==> src/rtl/core/tokh_pkg.sv <==
`timescale 1ns / 1ps

package tokh_pkg;

  // Field widths fixed by the interface
  localparam int KIND_W  = 8;
  localparam int AREA_W  = 6;
  localparam int COUNT_W = 32;

  // Walk limits and table size
  localparam int MAX_OPTION_BYTES = 40;
  localparam int KIND_COUNT       = 256;

  // Command queue between parser and counter bank
  localparam int QUEUE_DEPTH = 4;
  localparam int QUEUE_AW    = $clog2(QUEUE_DEPTH);

  // Item opcodes
  localparam logic OP_BYTE = 1'b0;
  localparam logic OP_READ = 1'b1;

  // Option kinds with fixed meaning, and the smallest legal option length
  localparam logic [KIND_W-1:0] KIND_EOL = 8'd0;
  localparam logic [KIND_W-1:0] KIND_NOP = 8'd1;
  localparam logic [KIND_W-1:0] MIN_OPT_LEN = 8'd2;

  typedef enum logic [1:0] {
    PH_STOPPED = 2'd0,
    PH_KIND    = 2'd1,
    PH_LEN     = 2'd2,
    PH_BODY    = 2'd3
  } phase_t;

  // One command for the counter bank: bump a counter or read it back
  typedef struct packed {
    logic              is_read;
    logic [KIND_W-1:0] kind;
  } cmd_t;

endpackage

==> src/rtl/core/tokh_queue.sv <==
`timescale 1ns / 1ps

module tokh_queue (
  input  logic           clk,
  input  logic           rst,
  input  logic           push,
  input  tokh_pkg::cmd_t push_cmd,
  input  logic           pop,
  output logic           empty,
  output logic           full,
  output tokh_pkg::cmd_t head
);
  import tokh_pkg::*;

  cmd_t                entries [QUEUE_DEPTH];
  logic [QUEUE_AW-1:0] wr_ptr;
  logic [QUEUE_AW-1:0] rd_ptr;
  logic [QUEUE_AW:0]   fill;

  assign empty = (fill == '0);
  assign full  = (fill == (QUEUE_AW+1)'(QUEUE_DEPTH));
  assign head  = entries[rd_ptr];

  // Store pushed commands
  always_ff @(posedge clk) begin
    if (push) begin
      entries[wr_ptr] <= push_cmd;
    end
  end

  // Advance pointers and fill count
  always_ff @(posedge clk) begin
    if (rst) begin
      wr_ptr <= '0;
      rd_ptr <= '0;
      fill   <= '0;
    end else begin
      if (push) begin
        wr_ptr <= wr_ptr + QUEUE_AW'(1);
      end
      if (pop) begin
        rd_ptr <= rd_ptr + QUEUE_AW'(1);
      end
      if (push && !pop) begin
        fill <= fill + (QUEUE_AW+1)'(1);
      end else if (pop && !push) begin
        fill <= fill - (QUEUE_AW+1)'(1);
      end
    end
  end

  a_no_overflow: assert property (@(posedge clk) disable iff (rst)
    !(push && full))
    else $error("push into full queue");

  a_no_underflow: assert property (@(posedge clk) disable iff (rst)
    !(pop && empty))
    else $error("pop from empty queue");

endmodule

==> config.mk <==
export PLATFORM = sky130hd
export DESIGN_NAME = tokh_queue
export DESIGN_NICKNAME = d
export VERILOG_FILES = /design/src/rtl/core/tokh_pkg.sv /design/src/rtl/core/tokh_queue.sv
export SDC_FILE = /design/constraint.sdc
export NUM_CORES = 1
export LEC_CHECK = 0
export ABC_AREA = 1
export BUFFER_PORTS_ARGS = -buffer_cell sky130_fd_sc_hd__buf_2
export CAP_MARGIN = 40
export CELL_PAD_IN_SITES_DETAIL_PLACEMENT = 1
export CELL_PAD_IN_SITES_GLOBAL_PLACEMENT = 2
export CORE_MARGIN = 3
export CORE_UTILIZATION = 42
export CTS_CLUSTER_SIZE = 25
export DETAILED_ROUTE_END_ITERATION = 8
export GPL_ROUTABILITY_DRIVEN = 1
export PLACE_DENSITY = 0.85
export REMOVE_ABC_BUFFERS = 1
export SLEW_MARGIN = 20
export SYNTH_ARGS = -nofsm -noshare
export SYNTH_HDL_FRONTEND = slang
export SYNTH_SLANG_ARGS = --single-unit
==> constraint.sdc <==
create_clock -name clk -period 2.4 [get_ports clk]
set_input_delay 0.48 -clock clk [delete_from_list [all_inputs] [get_ports clk]]
set_output_delay 0.48 -clock clk [all_outputs]
set_load 0.02 [all_outputs]
Word level (Yosys, flattened, before mapping):

Memories as Yosys holds them, arrays and structs flattened. A register that Yosys moved wholly into a read port is not among the register bits.
Cells that the tools add are included.

* register bits after elaboration: 7
* RAM bits: 36
* input bits: 13
* output and inout port bits: 11
* logic and storage cells: 21
* memories: 1

Memories
* entries: depth 4, bits a word 9, rd ports 1, clocked after memory_dff 1, wr ports 1, line tokh_queue.sv:15 `cmd_t entries [QUEUE_DEPTH];`

* add/sub/neg operators: 4
* equal/unequal tests: 1
* muxes and demuxes: 6
* reduce and logical (&&, ||, !) cells: 6

Operator list (count)
* 3-bit two-way mux: 2
* 2-bit by 1-bit adder with 2-bit output, second input constant: 2
* 2-bit two-way mux: 2
* 3-bit by 1-bit adder with 3-bit output, second input constant: 1
* 3-bit == test, second input constant: 1
* 3-bit zero test: 1
* 3-bit by 1-bit subtractor with 3-bit output, second input constant: 1
* 1-bit logical AND: 2
* 1-bit zero test: 2
* 1-bit two-way mux: 2
* 2-bit nonzero test: 1

Longest topological paths before layout:

* word-level depth: 4
* depth in mapped cells: 10
* gate-level depth less buffers: 10

Least setup slack after synthesis:

OpenSTA, ideal clock, no wires.

* kind: input port to flip-flop
* start: input port pop
* end: register fill[2]
* setup time: 0.110 ns
* data arrival time: 1.371 ns
* path slack: 0.919 ns
* cell stages on the path: 10
* buffers on the path: 0
* path through: inv_1 -> ha_1 -> inv_1 -> fa_1 -> inv_1 -> nand2_1 -> nand3_1 -> nand2_1 -> inv_1 -> nor2_1

* cells in the longest elaborated chain, start to end: 3
* elaborated cells between the ends (all ways): 5
* classes of those cells: mux: 1; reduce/logical: 4

RTL lines
* start: declaration: line tokh_queue.sv:8 `input logic pop,`
* 1-bit zero test: line tokh_queue.sv:44 `if (push && !pop) begin`
* 1-bit logical AND: line tokh_queue.sv:44
* 3-bit two-way mux / 2-bit nonzero test (equally long branches)
* end signal: assignment: line tokh_queue.sv:45 `fill <= fill + (QUEUE_AW+1)'(1);`
* end signal: assignment: line tokh_queue.sv:47 `fill <= fill - (QUEUE_AW+1)'(1);`
* end: declaration: line tokh_queue.sv:18 `logic [QUEUE_AW:0] fill;`

Parallel ways exist; a longest one is shown, timed or not.
A chain may end at the register's enable or synchronous reset.

==> metrics.cfg <==
[clock_tree]
postCtsSetupBuffers=0
cts_inserted_buffers=5
cts_tree=done
ctsHoldBuffers=0
root_buffer=clkbuf_8
cts_buffer_depth=2
ctsResizeCount=0
h-tree-depth=2
cts_sinks=45
clk_latency_ns=0.29
clk_pin_slew_ns=0.08

[route]
routed_wl_um=3730
drc=0
viasPerCell=5.14
dr.pass1.iters=4
wl_per_cell_um=16.7
initialDrtViolationCount=58
ant_nets=0
num_vias=1147

[yosys]
yosysWarnings=0
seq_area_frac_synth_pct=66.9
syn_avg_cell_area_sq_um=13.1
synthDistinctLibCells=20
synth_seq_cells=45
synthesis.area_sq_mm=0.00188
syn_inst=144

[critical_path]
slowest_delay_ns=0.56
slowest_stage=dfxtp_2
cp_max_fo=18
start_kind=register
end_kind=output pin
required_ns=1.92
criticalPathCategory=reg2out
path_cells=inv_8, o21ai_0, o22ai_2, buf_2
cp.arrival_ns=1.52

[timing]
finalHoldViolations=0
period_minus_slack_ns=2.00
fin_skew_ns=0.00736
relSlewSlack_pct=68.8
grt_setup_unrepaired=no
worst_pin_slew_ns=0.468
fin_crit_sh_pct=83.4
max_freq_mhz=500
finalSetupViolations=0
setup_tns_ns=0
drv_slew=0

[grt]
antenna_found_initial=0
grt_pass1_vias=1215
grt_pass1_wl_um=6020
grtUsageTotal_pct=15.6
grt_overflow_total=0
grt_max_degree=19

[pwr]
power_w=0.00160
leakage_nw=0.832
vdd_drop_max_mv=0.421
p_per_area_mw_per_mm2=753

[layout]
drive_above_1_share_pct=31.8
syn_to_final_growth_pct=12.4
antenna_cells=0
fin_nets=191

[min_path]
holdCritPathClass=in2reg

[floorplan]
die_y_um=73.0
die_w_um=73.0
initial_utilization_pct=45.2
coreArea_sq_mm=0.00417
ioPinCount=24
die_area_sq_mm=0.00533
rows=23

[run]
cap_viol_max_count=0

[placement]
hpwlAfterDp_um=2730
place.gp.congestion=0.753
io_buffers=23

[outcome]
outcome=completed

-- registers in the layout, indices dropped and copies added (netlist names), named ones only --
register and cells:
entries 36, fill 3, rd_ptr 2, wr_ptr 2
-- synthesized netlist by cell type --
cell type   n  area share (%)
edfxtp_1   36              57
o22ai_2     9             6.0
nor2_2      9             3.0
buf_12      1             1.1
dfxtp_1     9             9.6
inv_8       1            0.60
nand4_1     1            0.33
inv_1      15             3.0
nand3_1     1            0.27
nand2_1     9             1.8
a21oi_1     3            0.80
ha_1        5             3.3
nor2_1     15             3.0
buf_6       2             1.2
xor2_1      1            0.46
fa_1        1             1.1
inv_2       1            0.20
o21ai_0    21             5.6
o21ai_2     2            0.93
nor3_1      2            0.53
-- worst paths after layout --
kind              depth (start not counted)  slack [ns]      start            end
setup reg to reg                          4        1.05  wr_ptr[0]  entries[0][3]
setup / recovery                          4        0.40   register        head[6]
hold reg to reg                           1        0.46  rd_ptr[1]      rd_ptr[1]
hold / removal                            2        0.34        rst        fill[0]
-- where the power goes --
part / total [W] / leakage, nW / internal (W) / switching [W]
Sequential: 0.000915 / 0.406 / 0.000884 / 0.0000303
Combinational: 0.000218 / 0.382 / 0.0000767 / 0.000141
Clock: 0.000463 / 0.0445 / 0.000206 / 0.000257
-- layer usage --
layer	share of wire [%]	track usage [%]	up-vias
li1	-	-	558
met1	43	18.8	566
met2	52	26.5	18
met3	3.9	4.68	5
met4	0.91	4.92	0
met5	0	0	-
-- cell usage in the layout, fill, tap and decap left out, drive strengths merged --
| cell | n |
|---|---|
| nor2 | 24 |
| o22ai | 9 |
| nor3 | 2 |
| a21oi | 3 |
| inv | 18 |
| dfxtp | 9 |
| clkinvlp | 1 |
| fa | 1 |
| nand4 | 1 |
| xor2 | 1 |
| o21ai | 23 |
| ha | 5 |
| clkbuf | 5 |
| edfxtp | 36 |
| nand3 | 1 |
| clkinv | 1 |
| buf | 24 |
| nand2 | 9 |
-- layout make-up --
type | count | area, sq um
Clock inverter | 3 | 21.3
Multi-Input combinational cell | 79 | 509
Timing Repair Buffer | 24 | 123
Tap cell | 50 | 62.6
Inverter | 17 | 71.3
Clock buffer | 5 | 68.8
Fill cell | 448 | 2050
Sequential cell | 45 | 1260
-- stage by stage --
| step | area, sq um | hold WS (ns) | util, % | setup slack [ns] | std cells |
|---|---|---|---|---|---|
| 2_1_floorplan | 1840 | 0.412 | - | 0.780 | 141 |
| 3_3_place_gp | 2030 | 0.425 | 48.6 | 0.566 | 215 |
| 3_5_place_dp | 2030 | 0.438 | 48.6 | 0.452 | 215 |
| 4_1_cts | 2120 | 0.342 | 50.7 | 0.128 | 223 |
| 5_1_grt | 2120 | 0.344 | 50.8 | 0.267 | 223 |
| 6_report | 2120 | 0.344 | 50.8 | 0.399 | 223 |
-- kinds of logic (layout without fill, tap and decap cells) --
| kind of cell | Yosys count | after routing | synth area share (%) |
|---|---|---|---|
| DFF | 45 | 45 | 66.9 |
| and+or+nand+nor | 37 | 37 | 8.90 |
| AOI/OAI and AO/OA | 35 | 35 | 13.3 |
| buffers and inverters | 20 | 49 | 6.04 |
| adders and majority gates | 6 | 6 | 4.38 |
| xor gates and xnor gates | 1 | 1 | 0.465 |
-- critical path: cells and delay by family (launching register included) --
kind	cells	cell delay (ns)
flip-flops	1	0.56
buffers and inverters	2	0.30
AO/OA/AOI/OAI	2	0.37
Power figures use the tool's default switching activity.
