==> src/rtl/core/tokh_pkg.sv <==
`timescale 1ns / 1ps

package tokh_pkg;

  // Field widths fixed by the interface
  localparam int KIND_W  = 8;
  localparam int AREA_W  = 6;
  localparam int COUNT_W = 32;

  // Walk limits and table size
  localparam int MAX_OPTION_BYTES = 40;
  localparam int KIND_COUNT       = 256;

  // Command queue between parser and counter bank
  localparam int QUEUE_DEPTH = 4;
  localparam int QUEUE_AW    = $clog2(QUEUE_DEPTH);

  // Item opcodes
  localparam logic OP_BYTE = 1'b0;
  localparam logic OP_READ = 1'b1;

  // Option kinds with fixed meaning, and the smallest legal option length
  localparam logic [KIND_W-1:0] KIND_EOL = 8'd0;
  localparam logic [KIND_W-1:0] KIND_NOP = 8'd1;
  localparam logic [KIND_W-1:0] MIN_OPT_LEN = 8'd2;

  typedef enum logic [1:0] {
    PH_STOPPED = 2'd0,
    PH_KIND    = 2'd1,
    PH_LEN     = 2'd2,
    PH_BODY    = 2'd3
  } phase_t;

  // One command for the counter bank: bump a counter or read it back
  typedef struct packed {
    logic              is_read;
    logic [KIND_W-1:0] kind;
  } cmd_t;

endpackage

==> src/rtl/core/tokh_front.sv <==
`timescale 1ns / 1ps

module tokh_front (
  input  logic                   clk,
  input  logic                   rst,
  input  logic                   in_valid,
  output logic                   in_ready,
  input  logic                   op,
  input  logic [7:0]             option_byte,
  input  logic                   first_byte,
  input  logic [5:0]             area_length,
  input  logic [7:0]             read_kind,
  input  logic                   q_full,
  output logic                   push,
  output tokh_pkg::cmd_t         push_cmd
);
  import tokh_pkg::*;

  phase_t              phase, phase_next;
  logic [AREA_W-1:0]   bytes_left, bytes_left_next;
  logic [AREA_W-1:0]   body_left, body_left_next;
  logic [KIND_W-1:0]   current_kind, current_kind_next;
  logic                nop_counted, nop_counted_next;
  logic                beat;

  assign in_ready = !q_full;
  assign beat     = in_valid && in_ready;

  // Walk state register
  always_ff @(posedge clk) begin
    if (rst) begin
      phase        <= PH_STOPPED;
      bytes_left   <= '0;
      body_left    <= '0;
      current_kind <= '0;
      nop_counted  <= 1'b0;
    end else begin
      phase        <= phase_next;
      bytes_left   <= bytes_left_next;
      body_left    <= body_left_next;
      current_kind <= current_kind_next;
      nop_counted  <= nop_counted_next;
    end
  end

  // Take one item: restart on a first byte, then step the walk; a read item becomes a read command
  always_comb begin
    phase_t            ph;
    logic [AREA_W-1:0] bl;
    logic [AREA_W-1:0] bl_dec;
    logic [AREA_W-1:0] body;
    logic [KIND_W-1:0] ck;
    logic              nop;
    logic              bump;
    logic [KIND_W-1:0] bump_kind;
    logic [KIND_W-1:0] body_len;

    ph        = phase;
    bl        = bytes_left;
    body      = body_left;
    ck        = current_kind;
    nop       = nop_counted;
    bump      = 1'b0;
    bump_kind = current_kind;
    body_len  = option_byte - MIN_OPT_LEN;

    if (first_byte) begin
      bl   = (area_length > AREA_W'(MAX_OPTION_BYTES)) ?
             AREA_W'(MAX_OPTION_BYTES) : area_length;
      nop  = 1'b0;
      body = '0;
      ck   = '0;
      ph   = (area_length != '0) ? PH_KIND : PH_STOPPED;
    end

    bl_dec = bl - AREA_W'(1);

    unique case (ph)
      PH_KIND: begin
        bl = bl_dec;
        if (option_byte == KIND_EOL) begin
          ph = PH_STOPPED;
        end else if (option_byte == KIND_NOP) begin
          if (!nop) begin
            bump      = 1'b1;
            bump_kind = KIND_NOP;
            nop       = 1'b1;
          end
          ph = (bl_dec != '0) ? PH_KIND : PH_STOPPED;
        end else if (bl_dec == '0) begin
          ph = PH_STOPPED;
        end else begin
          ck = option_byte;
          ph = PH_LEN;
        end
      end
      PH_LEN: begin
        if (option_byte < MIN_OPT_LEN ||
            {1'b0, option_byte} > ({3'b000, bl} + 9'd1)) begin
          ph = PH_STOPPED;
        end else begin
          bump      = 1'b1;
          bump_kind = ck;
          bl        = bl_dec;
          body      = body_len[AREA_W-1:0];
          if (body_len != '0) begin
            ph = PH_BODY;
          end else begin
            ph = (bl_dec != '0) ? PH_KIND : PH_STOPPED;
          end
        end
      end
      PH_BODY: begin
        if (bl != '0) begin
          bl = bl_dec;
        end
        if (body != '0) begin
          body = body - AREA_W'(1);
        end
        if (body == '0) begin
          ph = (bl != '0) ? PH_KIND : PH_STOPPED;
        end
      end
      PH_STOPPED: begin
      end
      default: begin
        ph = PH_STOPPED;
      end
    endcase

    // Hold state on idle cycles and read beats
    phase_next        = phase;
    bytes_left_next   = bytes_left;
    body_left_next    = body_left;
    current_kind_next = current_kind;
    nop_counted_next  = nop_counted;
    push              = 1'b0;
    push_cmd.is_read  = 1'b1;
    push_cmd.kind     = read_kind;

    if (beat) begin
      if (op == OP_READ) begin
        push = 1'b1;
      end else begin
        phase_next        = ph;
        bytes_left_next   = bl;
        body_left_next    = body;
        current_kind_next = ck;
        nop_counted_next  = nop;
        push              = bump;
        push_cmd.is_read  = 1'b0;
        push_cmd.kind     = bump_kind;
      end
    end
  end

  // Walk never holds more bytes than the area allows
  a_bytes_bound: assert property (@(posedge clk) disable iff (rst)
    bytes_left <= AREA_W'(MAX_OPTION_BYTES))
    else $error("bytes_left above area limit");

  // Body bytes are pending only while skipping a body
  a_body_phase: assert property (@(posedge clk) disable iff (rst)
    body_left != '0 |-> phase == PH_BODY)
    else $error("body_left set outside body phase");

endmodule

==> config.mk <==
export PLATFORM = sky130hd
export DESIGN_NAME = tokh_front
export DESIGN_NICKNAME = d
export VERILOG_FILES = /design/src/rtl/core/tokh_pkg.sv /design/src/rtl/core/tokh_front.sv
export SDC_FILE = /design/constraint.sdc
export NUM_CORES = 1
export LEC_CHECK = 0
export CAP_MARGIN = 20
export CORE_MARGIN = 5
export CORE_UTILIZATION = 45
export DETAILED_ROUTE_END_ITERATION = 8
export DONT_BUFFER_PORTS = 1
export SLEW_MARGIN = 10
export SYNTH_ARGS = -nofsm -noshare
export SYNTH_HDL_FRONTEND = slang
export SYNTH_SLANG_ARGS = --single-unit
==> constraint.sdc <==
create_clock -name clk -period 6.57 [get_ports clk]
set_input_delay 1.314 -clock clk [delete_from_list [all_inputs] [get_ports clk]]
set_output_delay 1.314 -clock clk [all_outputs]
set_load 0.02 [all_outputs]
Word level (Yosys, flattened, before mapping):

Index checks and enable logic that the tools add are counted.
Widths: inputs -> output; s select.

* register bits: 23
* bits of input ports: 28
* output and inout bits: 11
* word-level logic and storage cells: 75

* add/subtract/negate cells: 4
* $lt $le $gt $ge: 3
* equal/unequal tests: 4
* multiplexer cells: 45
* bitwise operators: 1
* reduce and logical (&&, ||, !) cells: 13

Operators with widths (number)
* $mux 8: 9
* $mux 6: 9
* $reduce_bool 6->1: 5
* $mux 9: 2
* $pmux 6 s3: 1
* $pmux 8 s2: 1
* $mux 2: 7
* $mux 1: 13
* $logic_not 6->1: 2
* $pmux 6 s2: 1
* $sub 6x1->6 const B: 2
* $eq 8x1->1 const B: 1
* $gt 8x7->1: 1
* $logic_not 8->1: 1
* $lt 8x2->1 const B: 1
* $reduce_bool 8->1: 1
* $sub 8x2->8 const B: 1
* $add 6x1->7 const B: 1
* $gt 6x6->1 const B: 1
* $pmux 2 s3: 1
* $eq 2x2->1 const B: 2
* $eq 2x1->1 const B: 1
* $pmux 1 s2: 1
* $reduce_and 2->1: 1
* other kinds (4): 4

Logic depth before layout (Yosys ltp):

Gate-level depths: netlist of the first run.

* depth in word-level cells: 10
* mapped depth: 16
* depth with buffers taken out: 14

Worst setup path before layout of the first run:

No wires, ideal clock.

* kind: in2out
* from: in first_byte
* to: out push_cmd[1] (netlist bit)
* arrival time: 4459 ps
* required time: 5256 ps
* path slack: 797 ps
* cell stages on the path: 15
* path buffers: 3
* cell sequence: buf_4 -> buf_2 -> buf_2 -> a31oi_1 -> inv_2 -> ha_1 -> nand2_1 -> xor2_1 -> ha_1 -> or4_1 -> o211ai_2 -> nand3_1 -> a221oi_1 -> nor2_1 -> a22o_1

RTL lines
* from (decl): RTL line tokh_front.sv:10 `input logic first_byte,`
* to (decl): RTL line tokh_front.sv:15 `output tokh_pkg::cmd_t push_cmd`

==> results of run 1 <==
==> cells in the mapped netlist (2+ instances only) <==
master | count | area share
nor4_1 | 3 | 0.0079
and3_1 | 3 | 0.0079
o22ai_1 | 3 | 0.0079
clkbuf_1 | 12 | 0.019
nor2_1 | 20 | 0.032
a22oi_1 | 2 | 0.0063
nor3b_1 | 2 | 0.0063
a221oi_1 | 2 | 0.0074
ha_1 | 18 | 0.095
nand3_1 | 13 | 0.027
nand4_1 | 4 | 0.011
nor3_1 | 9 | 0.019
o21ai_0 | 23 | 0.048
dfxtp_1 | 23 | 0.19
inv_2 | 3 | 0.0047
nor2_2 | 2 | 0.0053
nand2b_1 | 7 | 0.018
o31ai_1 | 3 | 0.0095
mux2_2 | 2 | 0.0095
o21ai_1 | 2 | 0.0042
xnor2_1 | 7 | 0.026
xor2_1 | 4 | 0.015
mux2i_1 | 3 | 0.013
o211ai_1 | 4 | 0.013
and2_1 | 2 | 0.0053
a31oi_1 | 13 | 0.034
nand2_1 | 15 | 0.024
a21o_1 | 3 | 0.0095
a21oi_1 | 17 | 0.036
or4_1 | 5 | 0.016
nor2b_1 | 9 | 0.024
a311oi_1 | 2 | 0.0074
a211oi_1 | 2 | 0.0063
buf_2 | 4 | 0.0084
inv_1 | 15 | 0.024
a22o_1 | 15 | 0.055
==> worst max-delay path, delay by kind of cell <==
family	cells	cell delay [ns]
AOI/OAI and AO/OA	5	1.53
xor gates and xnor gates	1	0.07
adders and majority gates	2	0.50
buffers and inverters	1	0.18
and+or+nand+nor	4	0.93
==> path summary, 6_finish.rpt <==
check / startpoint / endpoint
worst min register to register: current_kind[0] / current_kind[0]
worst max-delay path: area_length[4] / push_cmd[1]
worst min-delay path: current_kind[0] / current_kind[0]
worst max register to register: bytes_left[0] / body_left[1]
==> flip-flops by register name (all words and copies together), names as in the netlist <==
name / flops
bytes_left: 6
nop_counted: 1
phase: 2
body_left: 6
current_kind: 8
==> through the flow <==
step | area, um^2 | util | std cells | setup WS, ns
global route | 2451 | 0.4799 | 367 | 0.5692
floorplan | 2380 | - | 309 | 0.7968
global placement | 2406 | 0.4711 | 363 | 0.8702
CTS | 2451 | 0.4799 | 367 | 0.7590
finish | 2451 | 0.4799 | 367 | 0.7294
detailed placement | 2406 | 0.4711 | 363 | 0.7728
==> metal layers <==
metal	up-vias	routed length (um)	global-route usage
li1	1128	-	-
met1	1069	3106	0.2783
met2	69	2947	0.3317
met3	8	408	0.04013
met4	0	86	0.06209
met5	-	0	0
==> power breakdown <==
part           internal [W]  total [W]  switching [W]
logic             0.0000466   0.000120      0.0000734
clock network     0.0000434  0.0000935      0.0000500
registers          0.000144   0.000149     0.00000501
==> final cells by class <==
type	count	area [um^2]
fill	544	2656
multi-input combinational	249	1772
sequential	23	460.4
tap	70	87.58
inverter	19	71.32
clock buffer	4	45.04
timing repair buffer	2	15.01
==> cell families (layout without fill, tap and decap cells) <==
logic type,Yosys count,count (layout),share of synthesized area
buffers and inverters,37,25,0.06204
and+or+nand+nor,106,106,0.2571
AOI/OAI and AO/OA,107,107,0.3197
adders and majority gates,18,18,0.09464
muxes,7,7,0.03260
DFF,23,23,0.1935
xor gates and xnor gates,11,11,0.04048
==> key figures, run 1 <==
Outcome
  – Status: finished clean

Die
  – Initial Util: 0.4659
  – Row count: 26
  – Ports: 39
  – Die area: 6843 um^2
  – Core footprint: 5107 um^2
  – Die height: 82.72 um
  – Die X: 82.72 um

Critical path
  – Arrival time worst endpoint: 4.53 ns
  – Crit path launch type: primary input
  – Max FO, Critical Path: 7
  – R2r setup slk: 3.01 ns
  – Worst Reg-to-Reg Cells: 13
  – Setup crit end kind: output port
  – Critical Path, Cell by Cell: o21ai_1 -> a31oi_1 -> inv_2 -> ha_1 -> nand2_1 -> xor2_1 -> ha_1 -> or4_1 -> o211ai_2 -> nand3_1 -> a221oi_1 -> nor2_1 -> a22o_1
  – CP Class: primary input to output port
  – CP max stage cell: a31oi_1
  – Critical Path Max Stage Delay: 0.54 ns
  – CP most frequent cell: ha_1
  – Data required, critical path: 5.26 ns

Synthesis
  – Synthesized cell area: 2380 um^2
  – Syn Inst Count: 309
  – Post-synth cell types: 69
  – EDFF count, synth: 0
  – Synth Register Bits: 23
  – Synth warn: 0
  – Syn nets: 355
  – Synth Flop Type: dfxtp_1
  – Async SR Flop Fraction: 0
  – Avg Cell Area, Syn: 7.702 um^2
  – Register area share after synthesis: 0.1935

Hold path
  – Min-Delay Path Class: flip-flop to flip-flop
  – Worst Hold Path Cells: 1

Job
  – Max-Cap Viols: 0

Timing
  – Hold Vio Cnt, Final: 0
  – Hold Worst Slack: 0.4799 ns
  – Max Slew Vio Count: 0
  – Fmax achieved: 0.1712 GHz
  – Tightest Pin Transition: 0.7569 ns
  – Final Cycle Share: 0.8890
  – Normalized max-slew margin: 0.4954
  – Final TNS setup: 0 ns
  – Tmin final: 5.841 ns
  – Final setup viols: 0
  – RSZ-0062 raised after global routing: false
  – Clk_skew: 0.005976 ns

Layout
  – Final nets: 344
  – Most frequent cells in the layout: o21ai_0 (23), dfxtp_1 (23), nor2_1 (20), ha_1 (18), a21oi_1 (17)
  – Antenna Cells: 0
  – Layout cells sized above 1: 0.09428
  – Syn-to-layout area delta: 2.997%

Clock tree
  – CTS H-Tree Depth: 1
  – Hold Buf Count CTS: 0
  – Clock sinks: 23
  – Clk buf depth: 2
  – Setup Buffers After CTS: 0
  – Post-CTS resize count: 0
  – Clk_lat worst skew: 0.27 ns
  – TritonCTS clock tree: built
  – Reg clk slew, reported paths: 0.09 ns
  – CTS Buf Count: 3
  – Root Buffer: clkbuf_8

Route
  – Antenna Nets Post-Route: 0
  – DR iter-0 viols: 155
  – Via count: 2274
  – First-pass DRT Iterations: 4
  – Drt drc: 0
  – DRT Wirelength: 6.548 mm
  – Average wire per standard cell: 17.84 um
  – Routed vias/inst: 6.196

Power
  – Pwr dens: 148.0 nW/um^2
  – Maximum vdd drop: 0.07093 mV
  – Lkg Pwr: 0.9312 nW
  – Final Power: 0.0003627 W

Placement
  – Port Buf Inserts: 0
  – Routability cong.: 0.8253
  – Dpl hpwl: 5.005 mm

Global routing
  – Largest net degree at the start of global routing: 41
  – Global-route wire length before repair: 11.05 mm
  – GRT Util Overall: 0.2065
  – Initial antenna violation count: 0
  – Vias in the first global route: 2290
  – Grt ovf: 0
Note: power is estimated with default switching activity, not from simulation.
==> run 2: changes to the inputs <==
BUFFER_PORTS_ARGS = -buffer_cell sky130_fd_sc_hd__buf_2   (was not set)
DONT_BUFFER_PORTS = not set   (was 1)
PLACE_DENSITY = 0.66   (was not set)
==> run 2 against run 1 <==
  * Non-clock buffer count grew 41
  * Fmax up 0.51%
  * Utilization up 4.2 points
  * Clock power rose by 3.4%
  * Sequential power about the same
  * Total power up 6.8%
  * Critical path depth grew 2
  * Critical path type unchanged
  * Register-to-register slack gained 0.38 ns
  * Final area grew 8.7%
  * Clock skew down 0.0038 ns
  * Die area unchanged
==> key figures, run 2 (synthesis gave the netlist of run 1 again) <==
Power
  – Maximum vdd drop: 0.08815 mV (+24%)
  – Final Power: 0.0003875 W (+6.8%)
  – Psw: 0.0001450 W (+13%)
  – Gate power share: 0.365 (+0.034)
  – Clock Power Share: 0.250 (-0.008)
  – Sw Ratio: 0.3742 (+0.02007)
  – Lkg Pwr: 1.100 nW (+18%)
  – Pwr dens: 145.4 nW/um^2 (-1.7%)
  – Cell-internal power: 0.0002425 W (+3.5%)
  – Flop pwr share: 0.385 (-0.026)

Clock tree
  – Reg clk slew, reported paths: 0.09 ns (about the same)
  – Clk_lat worst skew: 0.27 ns (about the same)
  – Hold Buf Count CTS: 0 (unchanged)
  – Post-CTS resize count: 0 (unchanged)
  – Clk buf depth: 2 (unchanged)
  – Root Buffer: clkbuf_8
  – CTS Buf Count: 3 (unchanged)
  – CTS H-Tree Depth: 1 (unchanged)
  – Setup Buffers After CTS: 0 (unchanged)
  – TritonCTS clock tree: built
  – Clock sinks: 23 (unchanged)

Critical path
  – Setup crit end kind: output port
  – CP max stage cell: or4_1
  – Reg2reg start: bytes_left[0]
  – R2r setup slk: 3.39 ns (+0.38 ns)
  – FF-to-FF End: body_left[1]
  – Crit path launch type: primary input
  – Critical Path, Cell by Cell: buf_2 -> nor2b_1 -> a31oi_1 -> inv_2 -> ha_1 -> nand2_1 -> xor2_1 -> ha_1 -> or4_1 -> o211ai_2 -> nand3_1 -> a221oi_1 -> nor2_1 -> a22o_1 -> buf_2
  – Critical Path Max Stage Delay: 0.48 ns (-0.06 ns)
  – Max FO, Critical Path: 20 (+13)
  – Worst Setup SP: first_byte
  – CP Class: primary input to output port
  – Critical Path Sink: push_cmd[5]
  – Data required, critical path: 5.26 ns (about the same)
  – Arrival time worst endpoint: 4.50 ns (-0.03 ns)
  – Worst Reg-to-Reg Cells: 13 (unchanged)

Route
  – Antenna Nets Post-Route: 0 (unchanged)
  – Average wire per standard cell: 16.34 um (-8.4%)
  – DRT Wirelength: 6.666 mm (+1.8%)
  – DR iter-0 viols: 171 (+10%)
  – First-pass DRT Iterations: 5 (+1)
  – Via count: 2412 (+6.1%)
  – Drt drc: 0 (unchanged)
  – Routed vias/inst: 5.912 (-4.6%)

Layout
  – Reg with most FFs: current_kind
  – Largest register FFs: 8 (unchanged)
  – Syn-to-layout area delta: 11.99%
  – Final nets: 385 (+12%)
  – Antenna Cells: 0 (unchanged)
  – Commonest non-fill, non-tap cell in the layout: buf_2
  – Layout cells sized above 1: 0.2071 (+0.1128)
  – Most frequent cells in the layout: buf_2 (38), o21ai_0 (23), dfxtp_1 (23), nor2_1 (20), ha_1 (18)
  – Largest registers: current_kind (8), body_left (6), bytes_left (6)
  – Fin util: 0.5218 (+0.04189)

Timing
  – Normalized max-slew margin: 0.6159 (+0.1206)
  – Clk_skew: 0.002131 ns (-0.003845 ns)
  – Post-route setup slack: 0.7588 ns (+0.02939 ns)
  – Tmin final: 5.811 ns (-0.02939 ns)
  – Final TNS setup: 0 ns (unchanged)
  – Fmax achieved: 0.1721 GHz (+0.51%)
  – Hold Vio Cnt, Final: 0 (unchanged)
  – Tightest Pin Transition: 0.5701 ns (-0.1869 ns)
  – Final Cycle Share: 0.8845 (-0.004473)
  – RSZ-0062 raised after global routing: false
  – Final setup viols: 0 (unchanged)
  – Max Slew Vio Count: 0 (unchanged)

Outcome
  – Status: finished clean

Global routing
  – Initial antenna violation count: 0 (unchanged)
  – Global-route wire length before repair: 11.24 mm (+1.7%)
  – Grt ovf: 0 (unchanged)
  – Vias in the first global route: 2340 (+2.2%)
  – Largest net degree at the start of global routing: 24 (-41%)
  – GRT Util Overall: 0.2090 (+0.002477)

Die
  – Ports: 39 (unchanged)
  – Core footprint: 5107 um^2 (unchanged)
  – Die X: 82.72 um (unchanged)
  – Initial Util: 0.4659 (unchanged)
  – Die area: 6843 um^2 (unchanged)
  – Die height: 82.72 um (unchanged)
  – Row count: 26 (unchanged)

Placement
  – Pre-CTS WS: 0.8013 ns (+0.02850 ns)
  – Routability cong.: 0.8900 (+7.8%)
  – Dpl hpwl: 5.116 mm (+2.2%)
  – Port Buf Inserts: 38 (+38)

Job
  – Max-Cap Viols: 0 (unchanged)

Hold path
  – Min-Delay Path Class: flip-flop to flip-flop
run 2: cell count changes in the layout (fill, tap and decap cells not counted):
cell      before  now
clkinv_2       0    1
buf_2          0   38
buf_4          2    5
clkbuf_1       1    0
run 2: worst max-delay path, delay by kind of cell:
family                     cells  cell delay, ns
and+or+nand+nor                5            1.00
xor gates and xnor gates       1            0.07
AOI/OAI and AO/OA              4            1.08
buffers and inverters          3            0.57
adders and majority gates      2            0.44
run 2: stage by stage:
step / std cells / hold slack [ns] / cell area, um^2
after floorplan: 309 / 0.4436 / 2380
after global placement: 404 / 0.4556 / 2619
after detailed placement: 404 / 0.4612 / 2619
after CTS: 408 / 0.4859 / 2665
after global routing: 408 / 0.5278 / 2665
final: 408 / 0.4817 / 2665
run 2: worst min path at each step:
stage | start | endpoint | slack [ns] | cells past startpoint
final | current_kind[0] | current_kind[0] | 0.48 | 1
after CTS | current_kind[0] | current_kind[0] | 0.49 | 1
after global placement | current_kind[0] | current_kind[0] | 0.46 | 1
after global routing | current_kind[0] | current_kind[0] | 0.53 | 1
after floorplan | current_kind[0] | current_kind[0] | 0.44 | 1
after detailed placement | current_kind[0] | current_kind[0] | 0.46 | 1
run 2: area by class of cell:
type	instances	area [um^2]
fillers	534	2442
multi-input cells	249	1772
flip-flops and latches	23	460.4
repair buffers	43	227.7
well taps	70	87.58
inverters	19	71.32
clock buffers	3	41.29
clock inverters	1	5.005
run 2: per-layer routing:
layer	part of all wire	track usage	up-vias
li1	-	-	1212
met1	0.48	0.2776	1156
met2	0.48	0.3574	40
met3	0.036	0.03254	4
met4	0.0072	0.04085	0
met5	0	0	-
run 2: power by group through the flow:
stage / combinational [W] / clock, W / sequential (W)
after floorplan: 0.000102 / 0 / 0.000150
after global placement: 0.000140 / 0 / 0.000153
after detailed placement: 0.000140 / 0 / 0.000152
after CTS: 0.000141 / 0.000100 / 0.000149
after global routing: 0.000156 / 0.000108 / 0.000150
final: 0.000142 / 0.0000967 / 0.000149
==> run 3: changes to the inputs <==
CORE_MARGIN = not set   (was 5)
GPL_ROUTABILITY_DRIVEN = 0   (was not set)
==> run 3 against run 2 <==
  * Utilization decreased by 0.15 points
  * Combinational power hardly changed
  * Sequential power about the same
  * Setup slack improved by 0.028 ns
  * Global-route usage is 4.3 points higher
  * Critical path type unchanged
  * Highest routed layer unchanged
==> key figures, run 3 (synthesis gave the netlist of run 1 again) <==
Critical path
  – Crit path launch type: primary input
  – Arrival time worst endpoint: 4.47 ns (-0.03 ns)
  – R2r setup slk: 3.40 ns (about the same)
  – Critical Path, Cell by Cell: buf_2 -> nor2b_1 -> a31oi_1 -> inv_2 -> ha_1 -> nand2_1 -> xor2_1 -> ha_1 -> or4_1 -> o211ai_2 -> nand3_1 -> a221oi_1 -> nor2_1 -> a22o_1 -> buf_2
  – Setup crit end kind: output port
  – Critical Path Max Stage Delay: 0.48 ns (about the same)
  – Max FO, Critical Path: 20 (unchanged)
  – CP Class: primary input to output port
  – Data required, critical path: 5.26 ns (about the same)
  – CP max stage cell: or4_1

Die
  – Die height: 74.72 um (-9.7%)
  – Die area: 5583 um^2 (-18%)
  – Initial Util: 0.4659 (unchanged)
  – Ports: 39 (unchanged)
  – Core footprint: 5107 um^2 (unchanged)
  – Row count: 26 (unchanged)
  – Die X: 74.72 um (-9.7%)

Timing
  – Final TNS setup: 0 ns (unchanged)
  – Final setup viols: 0 (unchanged)
  – Hold Vio Cnt, Final: 0 (unchanged)
  – Post-route setup slack: 0.7867 ns (+0.02798 ns)
  – Fmax achieved: 0.1729 GHz (+0.48%)
  – Tmin final: 5.783 ns (-0.02798 ns)
  – Max Slew Vio Count: 0 (unchanged)
  – Clk_skew: 0.009813 ns (+0.007682 ns)
  – Normalized max-slew margin: 0.4661 (-0.1498)
  – Final Cycle Share: 0.8803 (-0.004258)
  – RSZ-0062 raised after global routing: false
  – Tightest Pin Transition: 0.8008 ns (+0.2307 ns)

Clock tree
  – CTS Buf Count: 3 (unchanged)
  – Reg clk slew, reported paths: 0.09 ns (about the same)
  – CTS H-Tree Depth: 1 (unchanged)
  – Clock sinks: 23 (unchanged)
  – Clk_lat worst skew: 0.28 ns (about the same)
  – Root Buffer: clkbuf_8
  – Clk buf depth: 2 (unchanged)
  – Post-CTS resize count: 0 (unchanged)
  – Setup Buffers After CTS: 0 (unchanged)
  – Hold Buf Count CTS: 0 (unchanged)
  – TritonCTS clock tree: built

Power
  – Maximum vdd drop: 0.06550 mV (-26%)
  – Pwr dens: 146.7 nW/um^2 (+0.89%)
  – Psw: 0.0001474 W (+1.7%)
  – Cell-internal power: 0.0002425 W (about the same)
  – Flop pwr share: 0.383 (-0.002)
  – Clock Power Share: 0.252 (+0.002)
  – Gate power share: 0.365 (about the same)
  – Lkg Pwr: 1.094 nW (-0.48%)
  – Sw Ratio: 0.3781 (+0.003922)

Placement
  – Dpl hpwl: 5.014 mm (-2.0%)
  – Port Buf Inserts: 38 (unchanged)
  – Pre-CTS WS: 0.7838 ns (-0.01756 ns)

Route
  – First-pass DRT Iterations: 4 (-1)
  – Average wire per standard cell: 16.29 um (-0.31%)
  – Antenna Nets Post-Route: 0 (unchanged)
  – DRT Wirelength: 6.629 mm (-0.56%)
  – Drt drc: 0 (unchanged)
  – DR iter-0 viols: 171 (unchanged)
  – Routed vias/inst: 6.039 (+2.2%)
  – Via count: 2458 (+1.9%)

Layout
  – Layout cells sized above 1: 0.2047 (-0.002353)
  – Syn-to-layout area delta: 11.67%
  – Commonest non-fill, non-tap cell in the layout: buf_2
  – Most frequent cells in the layout: buf_2 (38), o21ai_0 (23), dfxtp_1 (23), nor2_1 (20), ha_1 (18)
  – Final nets: 384 (-0.26%)
  – Largest register FFs: 8 (unchanged)
  – Antenna Cells: 0 (unchanged)
  – Reg with most FFs: current_kind
  – Multi-input logic area: 1772 um^2 (unchanged)
  – Largest registers: current_kind (8), body_left (6), bytes_left (6)
  – Fillers: 536 (+0.37%)
  – Register area: 460.4 um^2 (unchanged)

Global routing
  – Largest net degree at the start of global routing: 24 (unchanged)
  – Initial antenna violation count: 0 (unchanged)
  – Grt ovf: 0 (unchanged)
  – Global-route wire length before repair: 10.78 mm (-4.1%)
  – GRT Util Overall: 0.2520 (+0.04296)
  – Vias in the first global route: 2204 (-5.8%)

Job
  – Max-Cap Viols: 0 (unchanged)

Outcome
  – Status: finished clean

Hold path
  – Min-Delay Path Class: flip-flop to flip-flop
[run 3: cell count changes in the layout (fill, tap and decap cells not counted), sizes merged]
cell  previous run  this run
buf             43        42
[run 3: final cells by class]
class                           instances  area share
Clock inverter                          1    0.001883
Sequential cell                        23      0.1733
Clock buffer                            3     0.01554
Multi-Input combinational cell        249      0.6667
Tap cell                               70     0.03296
Inverter                               19     0.02684
Timing Repair Buffer                   42     0.08286
[run 3: metrics by stage]
stage	total power, W	cell area, um^2	utilization	hold slack, ns	instances
after floorplan	0.0002522	2380	-	0.4436	309
after global placement	0.0002917	2611	0.5113	0.4556	403
after detailed placement	0.0002932	2611	0.5113	0.4651	403
after CTS	0.0003897	2658	0.5203	0.4897	407
after global routing	0.0004094	2658	0.5203	0.5261	407
final	0.0003899	2658	0.5203	0.4890	407
[run 3: power by group through the flow]
| stage | clock network [W] | registers, W | logic, W |
|---|---|---|---|
| 4_1_cts | 0.0000992 | 0.000149 | 0.000141 |
| 3_3_place_gp | 0 | 0.000152 | 0.000139 |
| 2_1_floorplan | 0 | 0.000150 | 0.000102 |
| 3_5_place_dp | 0 | 0.000152 | 0.000141 |
| 5_1_grt | 0.000103 | 0.000150 | 0.000156 |
| 6_report | 0.0000981 | 0.000149 | 0.000142 |
[run 3: metal layers]
| metal | GRT usage | share of wire | wire length (um) | vias to the layer above |
|---|---|---|---|---|
| met1 | 0.3437 | 0.46 | 3075 | 1172 |
| met3 | 0.03481 | 0.038 | 250 | 12 |
| met4 | 0.06080 | 0.019 | 123 | 0 |
| met5 | 0 | 0 | 0 | - |
| li1 | - | - | - | 1214 |
| met2 | 0.4204 | 0.48 | 3179 | 60 |
[run 3: worst max-delay path, delay by kind of cell]
kind,cells,cell delay [ns]
compound gates,4,1.07
fa+ha+maj,2,0.44
simple gates,5,0.98
xor+xnor,1,0.07
buf+inv,3,0.58
[run 3: final timing paths]
| kind | from | to | depth (start not counted) |
|---|---|---|---|
| hold / removal | current_kind[0] | current_kind[0] | 1 |
| setup / recovery | first_byte | push_cmd[4] | 15 |
| hold reg to reg | current_kind[0] | current_kind[0] | 1 |
| setup reg to reg | bytes_left[0] | body_left[1] | 13 |
